==> config.mk <==
export PLATFORM = sky130hd
export DESIGN_NAME = axis_mean_peak_vector_capture
export DESIGN_NICKNAME = d
export VERILOG_FILES = /design/src/ampvc_pkg.sv /design/src/ampvc_ctrl.sv /design/src/ampvc_dp.sv /design/src/axis_mean_peak_vector_capture.sv
export SDC_FILE = /design/constraint.sdc
export NUM_CORES = 2
export LEC_CHECK = 0
export BUFFER_PORTS_ARGS = -buffer_cell sky130_fd_sc_hd__buf_2
export CAP_MARGIN = 20
export CORE_MARGIN = 2
export CORE_UTILIZATION = 25
export DETAILED_ROUTE_END_ITERATION = 10
export SYNTH_ARGS = -nofsm -noshare
export SYNTH_HDL_FRONTEND = slang
export SYNTH_SLANG_ARGS = --single-unit
export TNS_END_PERCENT = 1
==> constraint.sdc <==
create_clock -name clk_i -period 27.3 [get_ports clk_i]
set_input_delay 2.73 -clock clk_i [delete_from_list [all_inputs] [get_ports clk_i]]
set_output_delay 2.73 -clock clk_i [all_outputs]
set_load 0.03 [all_outputs]
==> src/ampvc_pkg.sv <==
package ampvc_pkg;

  // Field widths of the sample and result items.
  localparam int unsigned SampleBits = 16;
  localparam int unsigned FracBits   = 16;
  localparam int unsigned CountBits  = 32;
  localparam int unsigned MeanBits   = 32;
  localparam int unsigned MagBits    = 16;
  localparam int unsigned Axes       = 3;

  // The difference between the scaled sample and the mean needs one extra bit.
  localparam int unsigned DiffBits  = MeanBits + 1;
  // One quotient bit per divider step; the root takes half as many steps as radicand bits.
  localparam int unsigned DivSteps  = DiffBits;
  localparam int unsigned RootSteps = 2 * SampleBits / 2;
  localparam int unsigned StepBits  = $clog2(DivSteps);

  localparam logic [CountBits-1:0] CountMax = {CountBits{1'b1}};

  // Controller states.
  typedef enum logic [2:0] {
    StIdle,
    StPrep,
    StSum,
    StIter,
    StCommit,
    StSend
  } ampvc_state_e;

  // Commands from the controller to the datapath.
  typedef struct packed {
    logic capture;
    logic clear;
    logic prep;
    logic sum;
    logic iter;
    logic commit;
  } ampvc_cmd_t;

  // Status from the datapath to the controller.
  typedef struct packed {
    logic iter_last;
  } ampvc_stat_t;

endpackage

==> src/ampvc_ctrl.sv <==
module ampvc_ctrl
  import ampvc_pkg::*;
(
  input  logic        clk_i,
  input  logic        rst_ni,
  input  logic        in_valid_i,
  input  logic        cmd_i,
  output logic        in_stall_o,
  output logic        out_valid_o,
  input  logic        out_stall_i,
  output ampvc_cmd_t  cmd_o,
  input  ampvc_stat_t stat_i
);

  ampvc_state_e state_q, state_d;

  // State register.
  always_ff @(posedge clk_i or negedge rst_ni) begin
    if (!rst_ni) begin
      state_q <= StIdle;
    end else begin
      state_q <= state_d;
    end
  end

  // Next state and commands.
  always_comb begin
    state_d     = state_q;
    cmd_o       = '0;
    in_stall_o  = 1'b1;
    out_valid_o = 1'b0;
    case (state_q)
      StIdle: begin
        in_stall_o = 1'b0;
        if (in_valid_i) begin
          if (cmd_i) begin
            cmd_o.clear = 1'b1;
            state_d     = StSend;
          end else begin
            cmd_o.capture = 1'b1;
            state_d       = StPrep;
          end
        end
      end
      StPrep: begin
        cmd_o.prep = 1'b1;
        state_d    = StSum;
      end
      StSum: begin
        cmd_o.sum = 1'b1;
        state_d   = StIter;
      end
      StIter: begin
        cmd_o.iter = 1'b1;
        if (stat_i.iter_last) begin
          state_d = StCommit;
        end
      end
      StCommit: begin
        cmd_o.commit = 1'b1;
        state_d      = StSend;
      end
      StSend: begin
        out_valid_o = 1'b1;
        if (!out_stall_i) begin
          state_d = StIdle;
        end
      end
      default: begin
        state_d = StIdle;
      end
    endcase
  end

endmodule

==> src/ampvc_dp.sv <==
module ampvc_dp
  import ampvc_pkg::*;
(
  input  logic                        clk_i,
  input  logic                        rst_ni,
  input  ampvc_cmd_t                  cmd_i,
  output ampvc_stat_t                 stat_o,
  input  logic signed [SampleBits-1:0] axis_x_i,
  input  logic signed [SampleBits-1:0] axis_y_i,
  input  logic signed [SampleBits-1:0] axis_z_i,
  output logic signed [MeanBits-1:0]  mean_x_o,
  output logic signed [MeanBits-1:0]  mean_y_o,
  output logic signed [MeanBits-1:0]  mean_z_o,
  output logic [MagBits-1:0]          peak_magnitude_o,
  output logic signed [SampleBits-1:0] peak_x_o,
  output logic signed [SampleBits-1:0] peak_y_o,
  output logic signed [SampleBits-1:0] peak_z_o,
  output logic [CountBits-1:0]        sample_total_o
);

  localparam int unsigned RadBits = 2 * SampleBits;
  localparam int unsigned SumBits = MeanBits + 3;

  // Statistics.
  logic signed [MeanBits-1:0]   mean_q [Axes];
  logic signed [SampleBits-1:0] pvec_q [Axes];
  logic [MagBits-1:0]           peak_q;
  logic [CountBits-1:0]         count_q;

  // Working registers.
  logic signed [SampleBits-1:0] samp_q [Axes];
  logic [RadBits-2:0]           sq_q   [Axes];
  logic [DiffBits-1:0]          quo_q  [Axes];
  logic [CountBits-1:0]         rem_q  [Axes];
  logic                         neg_q  [Axes];
  logic [RadBits-1:0]           rad_q, root_q, bit_q;
  logic [StepBits-1:0]          step_q;

  logic signed [DiffBits-1:0]   diff   [Axes];
  logic [DiffBits-1:0]          trial  [Axes];
  logic                         ge     [Axes];
  logic [CountBits-1:0]         rem_n  [Axes];
  logic signed [SumBits-1:0]    qsig   [Axes];
  logic signed [SumBits-1:0]    msum   [Axes];
  logic signed [MeanBits-1:0]   msat   [Axes];
  logic signed [2*SampleBits-1:0] prod [Axes];
  logic [RadBits-1:0]           rtrial;
  logic [MagBits-1:0]           mag;

  assign stat_o.iter_last = (step_q == StepBits'(DivSteps - 1));
  assign mag              = root_q[MagBits-1:0];
  assign rtrial           = root_q + bit_q;

  // Per-axis difference, divider step and saturating mean update.
  always_comb begin
    for (int i = 0; i < Axes; i++) begin
      diff[i]  = $signed({samp_q[i][SampleBits-1], samp_q[i], {FracBits{1'b0}}})
               - $signed({mean_q[i][MeanBits-1], mean_q[i]});
      prod[i]  = samp_q[i] * samp_q[i];
      trial[i] = {rem_q[i], quo_q[i][DiffBits-1]};
      ge[i]    = trial[i] >= {1'b0, count_q};
      rem_n[i] = ge[i] ? CountBits'(trial[i] - {1'b0, count_q}) : CountBits'(trial[i]);
      qsig[i]  = neg_q[i] ? -$signed({2'b00, quo_q[i]}) : $signed({2'b00, quo_q[i]});
      msum[i]  = $signed({{(SumBits-MeanBits){mean_q[i][MeanBits-1]}}, mean_q[i]}) + qsig[i];
      if (msum[i] > $signed({{(SumBits-MeanBits+1){1'b0}}, {(MeanBits-1){1'b1}}})) begin
        msat[i] = {1'b0, {(MeanBits-1){1'b1}}};
      end else if (msum[i] < $signed({{(SumBits-MeanBits+1){1'b1}}, {(MeanBits-1){1'b0}}})) begin
        msat[i] = {1'b1, {(MeanBits-1){1'b0}}};
      end else begin
        msat[i] = msum[i][MeanBits-1:0];
      end
    end
  end

  // Statistics registers.
  always_ff @(posedge clk_i or negedge rst_ni) begin
    if (!rst_ni) begin
      count_q <= '0;
      peak_q  <= '0;
      for (int i = 0; i < Axes; i++) begin
        mean_q[i] <= '0;
        pvec_q[i] <= '0;
      end
    end else if (cmd_i.clear) begin
      count_q <= '0;
      peak_q  <= '0;
      for (int i = 0; i < Axes; i++) begin
        mean_q[i] <= '0;
        pvec_q[i] <= '0;
      end
    end else if (cmd_i.prep) begin
      if (count_q != CountMax) begin
        count_q <= count_q + CountBits'(1);
      end
    end else if (cmd_i.commit) begin
      for (int i = 0; i < Axes; i++) begin
        mean_q[i] <= msat[i];
      end
      if (mag > peak_q) begin
        peak_q <= mag;
        for (int i = 0; i < Axes; i++) begin
          pvec_q[i] <= samp_q[i];
        end
      end
    end
  end

  // Sample capture, squares, divider and square-root iterations.
  always_ff @(posedge clk_i) begin
    if (cmd_i.capture) begin
      samp_q[0] <= axis_x_i;
      samp_q[1] <= axis_y_i;
      samp_q[2] <= axis_z_i;
    end
    if (cmd_i.prep) begin
      for (int i = 0; i < Axes; i++) begin
        sq_q[i]  <= prod[i][RadBits-2:0];
        neg_q[i] <= diff[i][DiffBits-1];
        quo_q[i] <= diff[i][DiffBits-1] ? DiffBits'(-diff[i]) : DiffBits'(diff[i]);
        rem_q[i] <= '0;
      end
    end
    if (cmd_i.sum) begin
      rad_q  <= RadBits'(sq_q[0]) + RadBits'(sq_q[1]) + RadBits'(sq_q[2]);
      root_q <= '0;
      bit_q  <= {2'b01, {(RadBits-2){1'b0}}};
      step_q <= '0;
    end
    if (cmd_i.iter) begin
      for (int i = 0; i < Axes; i++) begin
        rem_q[i] <= rem_n[i];
        quo_q[i] <= {quo_q[i][DiffBits-2:0], ge[i]};
      end
      if (step_q < StepBits'(RootSteps)) begin
        if (rad_q >= rtrial) begin
          rad_q  <= rad_q - rtrial;
          root_q <= (root_q >> 1) + bit_q;
        end else begin
          root_q <= root_q >> 1;
        end
        bit_q <= bit_q >> 2;
      end
      step_q <= step_q + StepBits'(1);
    end
  end

  assign mean_x_o         = mean_q[0];
  assign mean_y_o         = mean_q[1];
  assign mean_z_o         = mean_q[2];
  assign peak_x_o         = pvec_q[0];
  assign peak_y_o         = pvec_q[1];
  assign peak_z_o         = pvec_q[2];
  assign peak_magnitude_o = peak_q;
  assign sample_total_o   = count_q;

`ifndef SYNTHESIS
  // A clear leaves the count and the peak at zero.
  assert property (@(posedge clk_i) disable iff (!rst_ni)
    cmd_i.clear |=> (count_q == '0) && (peak_q == '0))
    else $error("statistics not cleared");

  // The divisor is never zero while the dividers run.
  assert property (@(posedge clk_i) disable iff (!rst_ni)
    cmd_i.iter |-> (count_q != '0))
    else $error("zero divisor during division");

  // A partial remainder always stays below the divisor.
  assert property (@(posedge clk_i) disable iff (!rst_ni)
    cmd_i.iter |-> (rem_q[0] < count_q))
    else $error("divider remainder out of range");
`endif

endmodule

==> src/axis_mean_peak_vector_capture.sv <==
// Three-axis mean and peak-magnitude capture.
//
// Input channel: in_valid_i / in_stall_o with cmd_i and axis_x_i, axis_y_i,
// axis_z_i. A transfer with cmd_i low accumulates the sample; with cmd_i high
// it clears every statistic and the sample fields are ignored.
// Output channel: out_valid_o / out_stall_i. Each input transfer gives exactly
// one output transfer holding the means (signed Q16.16), the peak magnitude and
// its sample, and the saturating sample count after that input.
// An accumulate runs from input transfer to output valid through the square,
// sum, 33 restoring divider steps and commit; a clear is presented in the
// next cycle. The 33-step divider sets the rate, and the square root runs
// alongside it. One item is worked on at a time, so the block takes no new
// item until the result of the last one has been transferred.
// While the receiver stalls, the result and the statistics hold and the input
// stays stalled. Reset zeroes all statistics and leaves the block idle.
module axis_mean_peak_vector_capture
  import ampvc_pkg::*;
(
  input  logic                         clk_i,
  input  logic                         rst_ni,
  input  logic                         in_valid_i,
  output logic                         in_stall_o,
  input  logic                         cmd_i,
  input  logic signed [SampleBits-1:0] axis_x_i,
  input  logic signed [SampleBits-1:0] axis_y_i,
  input  logic signed [SampleBits-1:0] axis_z_i,
  output logic                         out_valid_o,
  input  logic                         out_stall_i,
  output logic signed [MeanBits-1:0]   mean_x_o,
  output logic signed [MeanBits-1:0]   mean_y_o,
  output logic signed [MeanBits-1:0]   mean_z_o,
  output logic [MagBits-1:0]           peak_magnitude_o,
  output logic signed [SampleBits-1:0] peak_x_o,
  output logic signed [SampleBits-1:0] peak_y_o,
  output logic signed [SampleBits-1:0] peak_z_o,
  output logic [CountBits-1:0]         sample_total_o
);

  ampvc_cmd_t  cmd;
  ampvc_stat_t stat;

  // Sequencer.
  ampvc_ctrl u_ctrl (
    .clk_i       (clk_i),
    .rst_ni      (rst_ni),
    .in_valid_i  (in_valid_i),
    .cmd_i       (cmd_i),
    .in_stall_o  (in_stall_o),
    .out_valid_o (out_valid_o),
    .out_stall_i (out_stall_i),
    .cmd_o       (cmd),
    .stat_i      (stat)
  );

  // Arithmetic and statistics.
  ampvc_dp u_dp (
    .clk_i            (clk_i),
    .rst_ni           (rst_ni),
    .cmd_i            (cmd),
    .stat_o           (stat),
    .axis_x_i         (axis_x_i),
    .axis_y_i         (axis_y_i),
    .axis_z_i         (axis_z_i),
    .mean_x_o         (mean_x_o),
    .mean_y_o         (mean_y_o),
    .mean_z_o         (mean_z_o),
    .peak_magnitude_o (peak_magnitude_o),
    .peak_x_o         (peak_x_o),
    .peak_y_o         (peak_y_o),
    .peak_z_o         (peak_z_o),
    .sample_total_o   (sample_total_o)
  );

endmodule

# --- Word-level counts from Yosys, hierarchy flattened ---
# Memory sizes are Yosys's and may differ from the RTL's.
# Cells that the tools add are included.
totals:
  register_bits: 297
  latchBits: 0
  mem_bits_rw: 339
  rom_bits: 0
  input_bits: 53
  out_inout_bits: 194
  elab_cells: 151
  mem_count: 5
mem_list:
  columns: ["name", "depth", "word_bits", "rd", "rd_clocked_by_memory_dff", "write_ports", "line_no", "source"]
  rows:
  - ["u_dp.quo_q", 3, 33, 3, 0, 3, "ampvc_dp.sv:33", "logic [DiffBits-1:0] quo_q [Axes];"]
  - ["u_dp.rem_q", 3, 32, 3, 0, 3, "ampvc_dp.sv:34", "logic [CountBits-1:0] rem_q [Axes];"]
  - ["u_dp.sq_q", 3, 31, 3, 0, 3, "ampvc_dp.sv:32", "logic [RadBits-2:0] sq_q [Axes];"]
  - ["u_dp.samp_q", 3, 16, 3, 0, 3, "ampvc_dp.sv:31", "logic signed [SampleBits-1:0] samp_q [Axes];"]
  - ["u_dp.neg_q", 3, 1, 3, 0, 3, "ampvc_dp.sv:35", "logic neg_q [Axes];"]
classes:
  n_addsub: 22
  n_mul: 3
  div_mod_pow: 0
  order_cmp: 12
  eq_ne: 11
  shifts: 0
  muxes: 69
  n_bitwise: 6
  reduce_logical: 10
ops:
  columns: ["operator", "count"]
  rows:
  - ["$mux 32", 26]
  - ["$mux 96", 3]
  - ["$mux 33", 6]
  - ["$mux 48", 4]
  - ["$sub 32x32->32", 4]
  - ["$add 32x35->35", 3]
  - ["$gt 35x32->1 const B", 3]
  - ["$lt 35x32->1 const B", 3]
  - ["$mux 35", 3]
  - ["$neg 33->35", 3]
  - ["$ge 33x32->1", 3]
  - ["$neg 33->33", 3]
  - ["$sub 32x32->33", 3]
  - ["$mul 16x16->31", 3]
  - ["$mux 16", 4]
  - ["$add 31x31->32", 1]
  - ["$add 31x32->32", 1]
  - ["$add 32x1->32 const B", 1]
  - ["$add 32x31->32", 1]
  - ["$add 32x32->32", 1]
  - ["$ge 32x32->1", 1]
  - ["$ne 32x32->1 const B", 1]
  - ["$pmux 3 s6", 1]
  - ["$gt 16x16->1", 1]
  - ["other kinds (17)", 50]

# --- Depth between registers and ports, before layout ---
logic_depth:
  depth_word: 9
  depth_mapped: 27
  ltp_nobuf: 25

# --- Hierarchy ---
# A second synthesis with hierarchy kept.
hier_totals:
  cells_unflattened: 8238
  hier_area_um2: 74757.9
by_module_without_submodules:
  columns: ["mod", "instances", "cells_per_inst", "area_per_inst_um2", "seq_area_each_um2"]
  rows:
  - ["ampvc_dp", 1, 8211, 74527.7, 16996.3]
  - ["ampvc_ctrl", 1, 27, 230.2, 75.1]

# --- Least setup slack after synthesis ---
# OpenSTA, ideal clock, no wires.
synth_timing:
  path_kind: "register to register"
  startpoint: "register u_ctrl.state_q[0]"
  endpoint: "register u_dp.count_q[29] (netlist: u_dp.sample_total_o[29])"
  setup_time_ns: 0.132
  arrival_ns: 15.225
  t_required_ns: 27.168
  slack_ns: 11.943
  stages_incl_launch_ff: 12
  path_buffers: 2
  synth_period_minus_slack_ns: 15.357
  cell_sequence: "dfrtp_1 clkbuf_1 nor2b_1 nor2b_1 nor2b_1 clkbuf_1 nand3_1 nor3_1 and2_1 and3_1 xnor2_1 nor2_1"
synth_between:
  elab_chain_len: 4
  word_cells_on_any_way: 8
  cone_classes: "1 x eq/ne; 3 x mux; 4 x reduce/logical"
synth_lines:
  columns: ["element", "line_no", "source"]
  rows:
  - ["start: declaration", "ampvc_ctrl.sv:15", "ampvc_state_e state_q, state_d;"]
  - ["start signal: assignment", "ampvc_ctrl.sv:20", "state_q <= StIdle;"]
  - ["start signal: assignment", "ampvc_ctrl.sv:22", "state_q <= state_d;"]
  - ["$eq 3x1->1 or $logic_not 3->1 (tied branches)", "ampvc_ctrl.sv:32", "case (state_q)"]
  - ["$mux 1 or $mux 2 (tied branches)", "ampvc_ctrl.sv:32", null]
  - ["$reduce_bool 2->1 (no source line)", null, null]
  - ["$reduce_and 2->1 (no source line)", null, null]
  - ["end signal: assignment", "ampvc_dp.sv:93", "count_q <= count_q + CountBits'(1);"]
  - ["end: declaration", "ampvc_dp.sv:28", "logic [CountBits-1:0] count_q;"]
# Several ways; a longest one is shown, not always the timed one.
# A chain may end at the register's enable or synchronous reset.

==> results.json <==
{
  "ys_warn_count": 0,
  "gp_congestion": 0.932,
  "worst-setup-path-type": "register to register",
  "hold_path.class": "register to register",
  "antenna_found_initial": 8,
  "drc": 0,
  "viasPerCell": 4.80,
  "critPathMaxFanout": 12,
  "grt_max_degree": 96,
  "synth_flop_cell": "edfxtp_1",
  "h-tree-depth": 3,
  "grtUsageTotal_pct": 14.5,
  "num-nets-final": 9990,
  "fin_worst_skew_ns": 0.0524,
  "pre_cts_slack_ns": 19.45,
  "clock-sinks": 633,
  "syn_inst": 8482,
  "worstMarginPinSlew_ns": 1.12,
  "setup_viol": 0,
  "worst_setup_path_end_kind": "register",
  "synth_top_family_by_area": "adder cells",
  "n_fill_cell": 31926,
  "critPathLaunchType": "register",
  "initial_core_util_pct": 25.2,
  "synth_fa_ha_area_share_pct": 30.2,
  "cts_root_buffer": "clkbuf_16",
  "synthSimpleGateAreaFrac_pct": 13.9,
  "clk_latency_ns": 0.73,
  "max-slew-margin-rel_pct": 25.3,
  "fp.coreArea_mm2": 0.300,
  "die_x_um": 553,
  "grt_pass1_wl_um": 352000,
  "synth_seq_cells": 633,
  "grt_pass1_vias": 60106,
  "status": "finished clean",
  "synth_cell_type_count": 101,
  "clkTransAtPathRegs_ns": 0.06,
  "num_rows": 201,
  "synth-edff-count": 342,
  "die_y_um": 553,
  "io_buffers": 246,
  "io_pins": 247,
  "path_delay_family": "adder cells",
  "synthMuxAreaShare_pct": 1.90,
  "max_freq_mhz": 125,
  "cts_tree": "done",
  "async_flop_share_pct": 30.8,
  "ant_nets": 0,
  "slowest_delay_ns": 0.92,
  "first_iter_violations": 4910,
  "avgSynthCellArea_um2": 8.90,
  "synthTopCellsByArea": "fa_1, edfxtp_1, ha_1",
  "post-place-cells": 12430,
  "first_pass_iters": 6,
  "cts-buffers-inserted": 84,
  "required_ns": 27.76,
  "hold_violations": 0,
  "synth.most_common_cell": "inv_1",
  "wl_per_cell_um": 17.9,
  "critPathSlowestCell": "a2111oi_0",
  "postCtsHoldBufs": 0,
  "setup_slack_ns": 19.28,
  "fin_setup_tns_ns": 0,
  "final_cell_count_no_fill": 12597,
  "postCtsSetupRepairBufs": 0,
  "critPathBufInv": 7,
  "hpwl_um": 178000,
  "drive_above_1_share_pct": 6.31,
  "cts_resized": 0,
  "slew_viol_final": 0,
  "yosys.area.top_type_share_pct": 19.6,
  "yosysSeqAreaShare_pct": 22.6,
  "areaGrowthSynthToFinish_pct": 11.2,
  "synth_compound_area_share_pct": 15.6,
  "grt_overflow": 0,
  "period_needed_ns": 8.02,
  "crit_arrival_ns": 8.48,
  "netlist_area_mm2": 0.0755,
  "yosysTopAreaCell": "fa_1",
  "num_vias": 60459,
  "max_cap_violations": 0,
  "clock_path_buffers": 3,
  "final.period_utilization_pct": 29.4,
  "netlist_top_cells_count": "inv_1, fa_1, nand2_1, nor2_1, ha_1",
  "rsz0062_at_grt": "false",
  "wl_um": 226000,
  "synthXorXnorAreaFrac_pct": 7.84,
  "die_area_mm2": 0.306
}
## tightest hold or removal path, cell delays in order, from the launching register on
cell	delay, ns
dfxtp_1	0.34
nand2_1	0.07
nand2_1	0.04
## sequential cells by signal, summed over array words and instances (netlist names), 32 cells and up
register             flops
u_dp.root_q             32
u_dp.samp_q             48
u_dp.mean_z_o           32
u_dp.bit_q              32
u_dp.rem_q              96
u_dp.sample_total_o     32
u_dp.sq_q               90
u_dp.mean_y_o           32
u_dp.mean_x_o           32
u_dp.rad_q              32
u_dp.quo_q              99
## cells in the final DEF (no fill, tap or decap), types with 47 or more instances in the layout
| cell type | synthesis | routed |
|---|---|---|
| xnor2_1 | 475 | 475 |
| nand4_1 | 61 | 61 |
| nand3_1 | 197 | 196 |
| xor2_1 | 198 | 198 |
| inv_1 | 1239 | 1239 |
| nor3_1 | 124 | 122 |
| nor2b_1 | 56 | 53 |
| nand2b_1 | 70 | 69 |
| o211ai_1 | 47 | 47 |
| a211oi_1 | 83 | 83 |
| buf_2 | 13 | 246 |
| a21o_1 | 195 | 195 |
| o21a_1 | 67 | 67 |
| fa_1 | 737 | 737 |
| nor2_1 | 682 | 680 |
| mux2i_1 | 131 | 131 |
| nand2_1 | 734 | 732 |
| a21oi_1 | 531 | 529 |
| dfxtp_1 | 96 | 96 |
| clkbuf_16 | 0 | 88 |
| or3_1 | 55 | 54 |
| buf_4 | 3 | 50 |
| edfxtp_1 | 342 | 342 |
| o21bai_1 | 53 | 53 |
| a31oi_1 | 69 | 68 |
| ha_1 | 641 | 641 |
| dfrtp_1 | 195 | 195 |
| o21ai_0 | 346 | 345 |
| a221o_1 | 94 | 94 |
| and3_1 | 68 | 67 |
| o31ai_1 | 74 | 73 |
## path summary, 6_finish.rpt
| path | start | end | slack [ns] | depth (start not counted) |
|---|---|---|---|---|
| max reg2reg | u_dp.samp_q[0][5] | u_dp.sq_q[0][30] | 19.28 | 25 |
| min reg2reg | u_dp.bit_q[17] | u_dp.bit_q[15] | 0.45 | 2 |
| max in group asynchronous | rst_ni | u_dp.mean_z_o[21] | 23.38 | 3 |
| min in group asynchronous | rst_ni | u_dp.mean_x_o[3] | 1.97 | 1 |
| min | u_dp.bit_q[17] | u_dp.bit_q[15] | 0.45 | 2 |
| max | u_dp.samp_q[0][5] | u_dp.sq_q[0][30] | 19.28 | 25 |
## layer usage
layer | vias up | global-route usage [%] | wire length [um]
met2 | 1668 | 23.4 | 102000
met3 | 288 | 2.34 | 13600
met4 | 4 | 3.70 | 5770
li1 | 29035 | - | -
met5 | - | 0 | 27
met1 | 29464 | 20.1 | 104000
## cells by family (layout without fill, tap and decap cells)
| kind of cell | after synthesis | in the layout |
|---|---|---|
| flip-flops | 633 | 633 |
| AO/OA/AOI/OAI | 1808 | 1808 |
| multiplexers | 142 | 142 |
| adder cells (fa/ha/maj) | 1378 | 1378 |
| AND/OR/NAND/NOR | 2268 | 2268 |
| buffers and inverters | 1578 | 1725 |
| other | 1 | 11 |
| XOR/XNOR | 674 | 674 |
## layout make-up
| type | instances | area (um^2) | share of cell area [%] |
|---|---|---|---|
| Antenna cell | 8 | 20.0 | 0.0239 |
| Tap cell | 3958 | 4950 | 5.90 |
| Inverter | 1269 | 4760 | 5.68 |
| Timing Repair Buffer | 298 | 1650 | 1.96 |
| Multi-Input combinational cell | 6273 | 52600 | 62.6 |
| Clock inverter | 51 | 589 | 0.702 |
| Sequential cell | 633 | 17100 | 20.3 |
| Clock buffer | 107 | 2320 | 2.77 |
## through the flow
stage | hold WS [ns] | area [um^2] | utilization, %
floorplan | 0.452 | 75500 | -
global placement | 0.472 | 81000 | 27.0
detailed placement | 0.476 | 81000 | 27.0
CTS | 0.437 | 83900 | 28.0
global route | 0.473 | 83900 | 28.0
finish | 0.447 | 83900 | 28.0
Power is left out: the tool's default activity adds up to more than one toggle a clock period on the data nets, which glitch-free logic cannot reach.
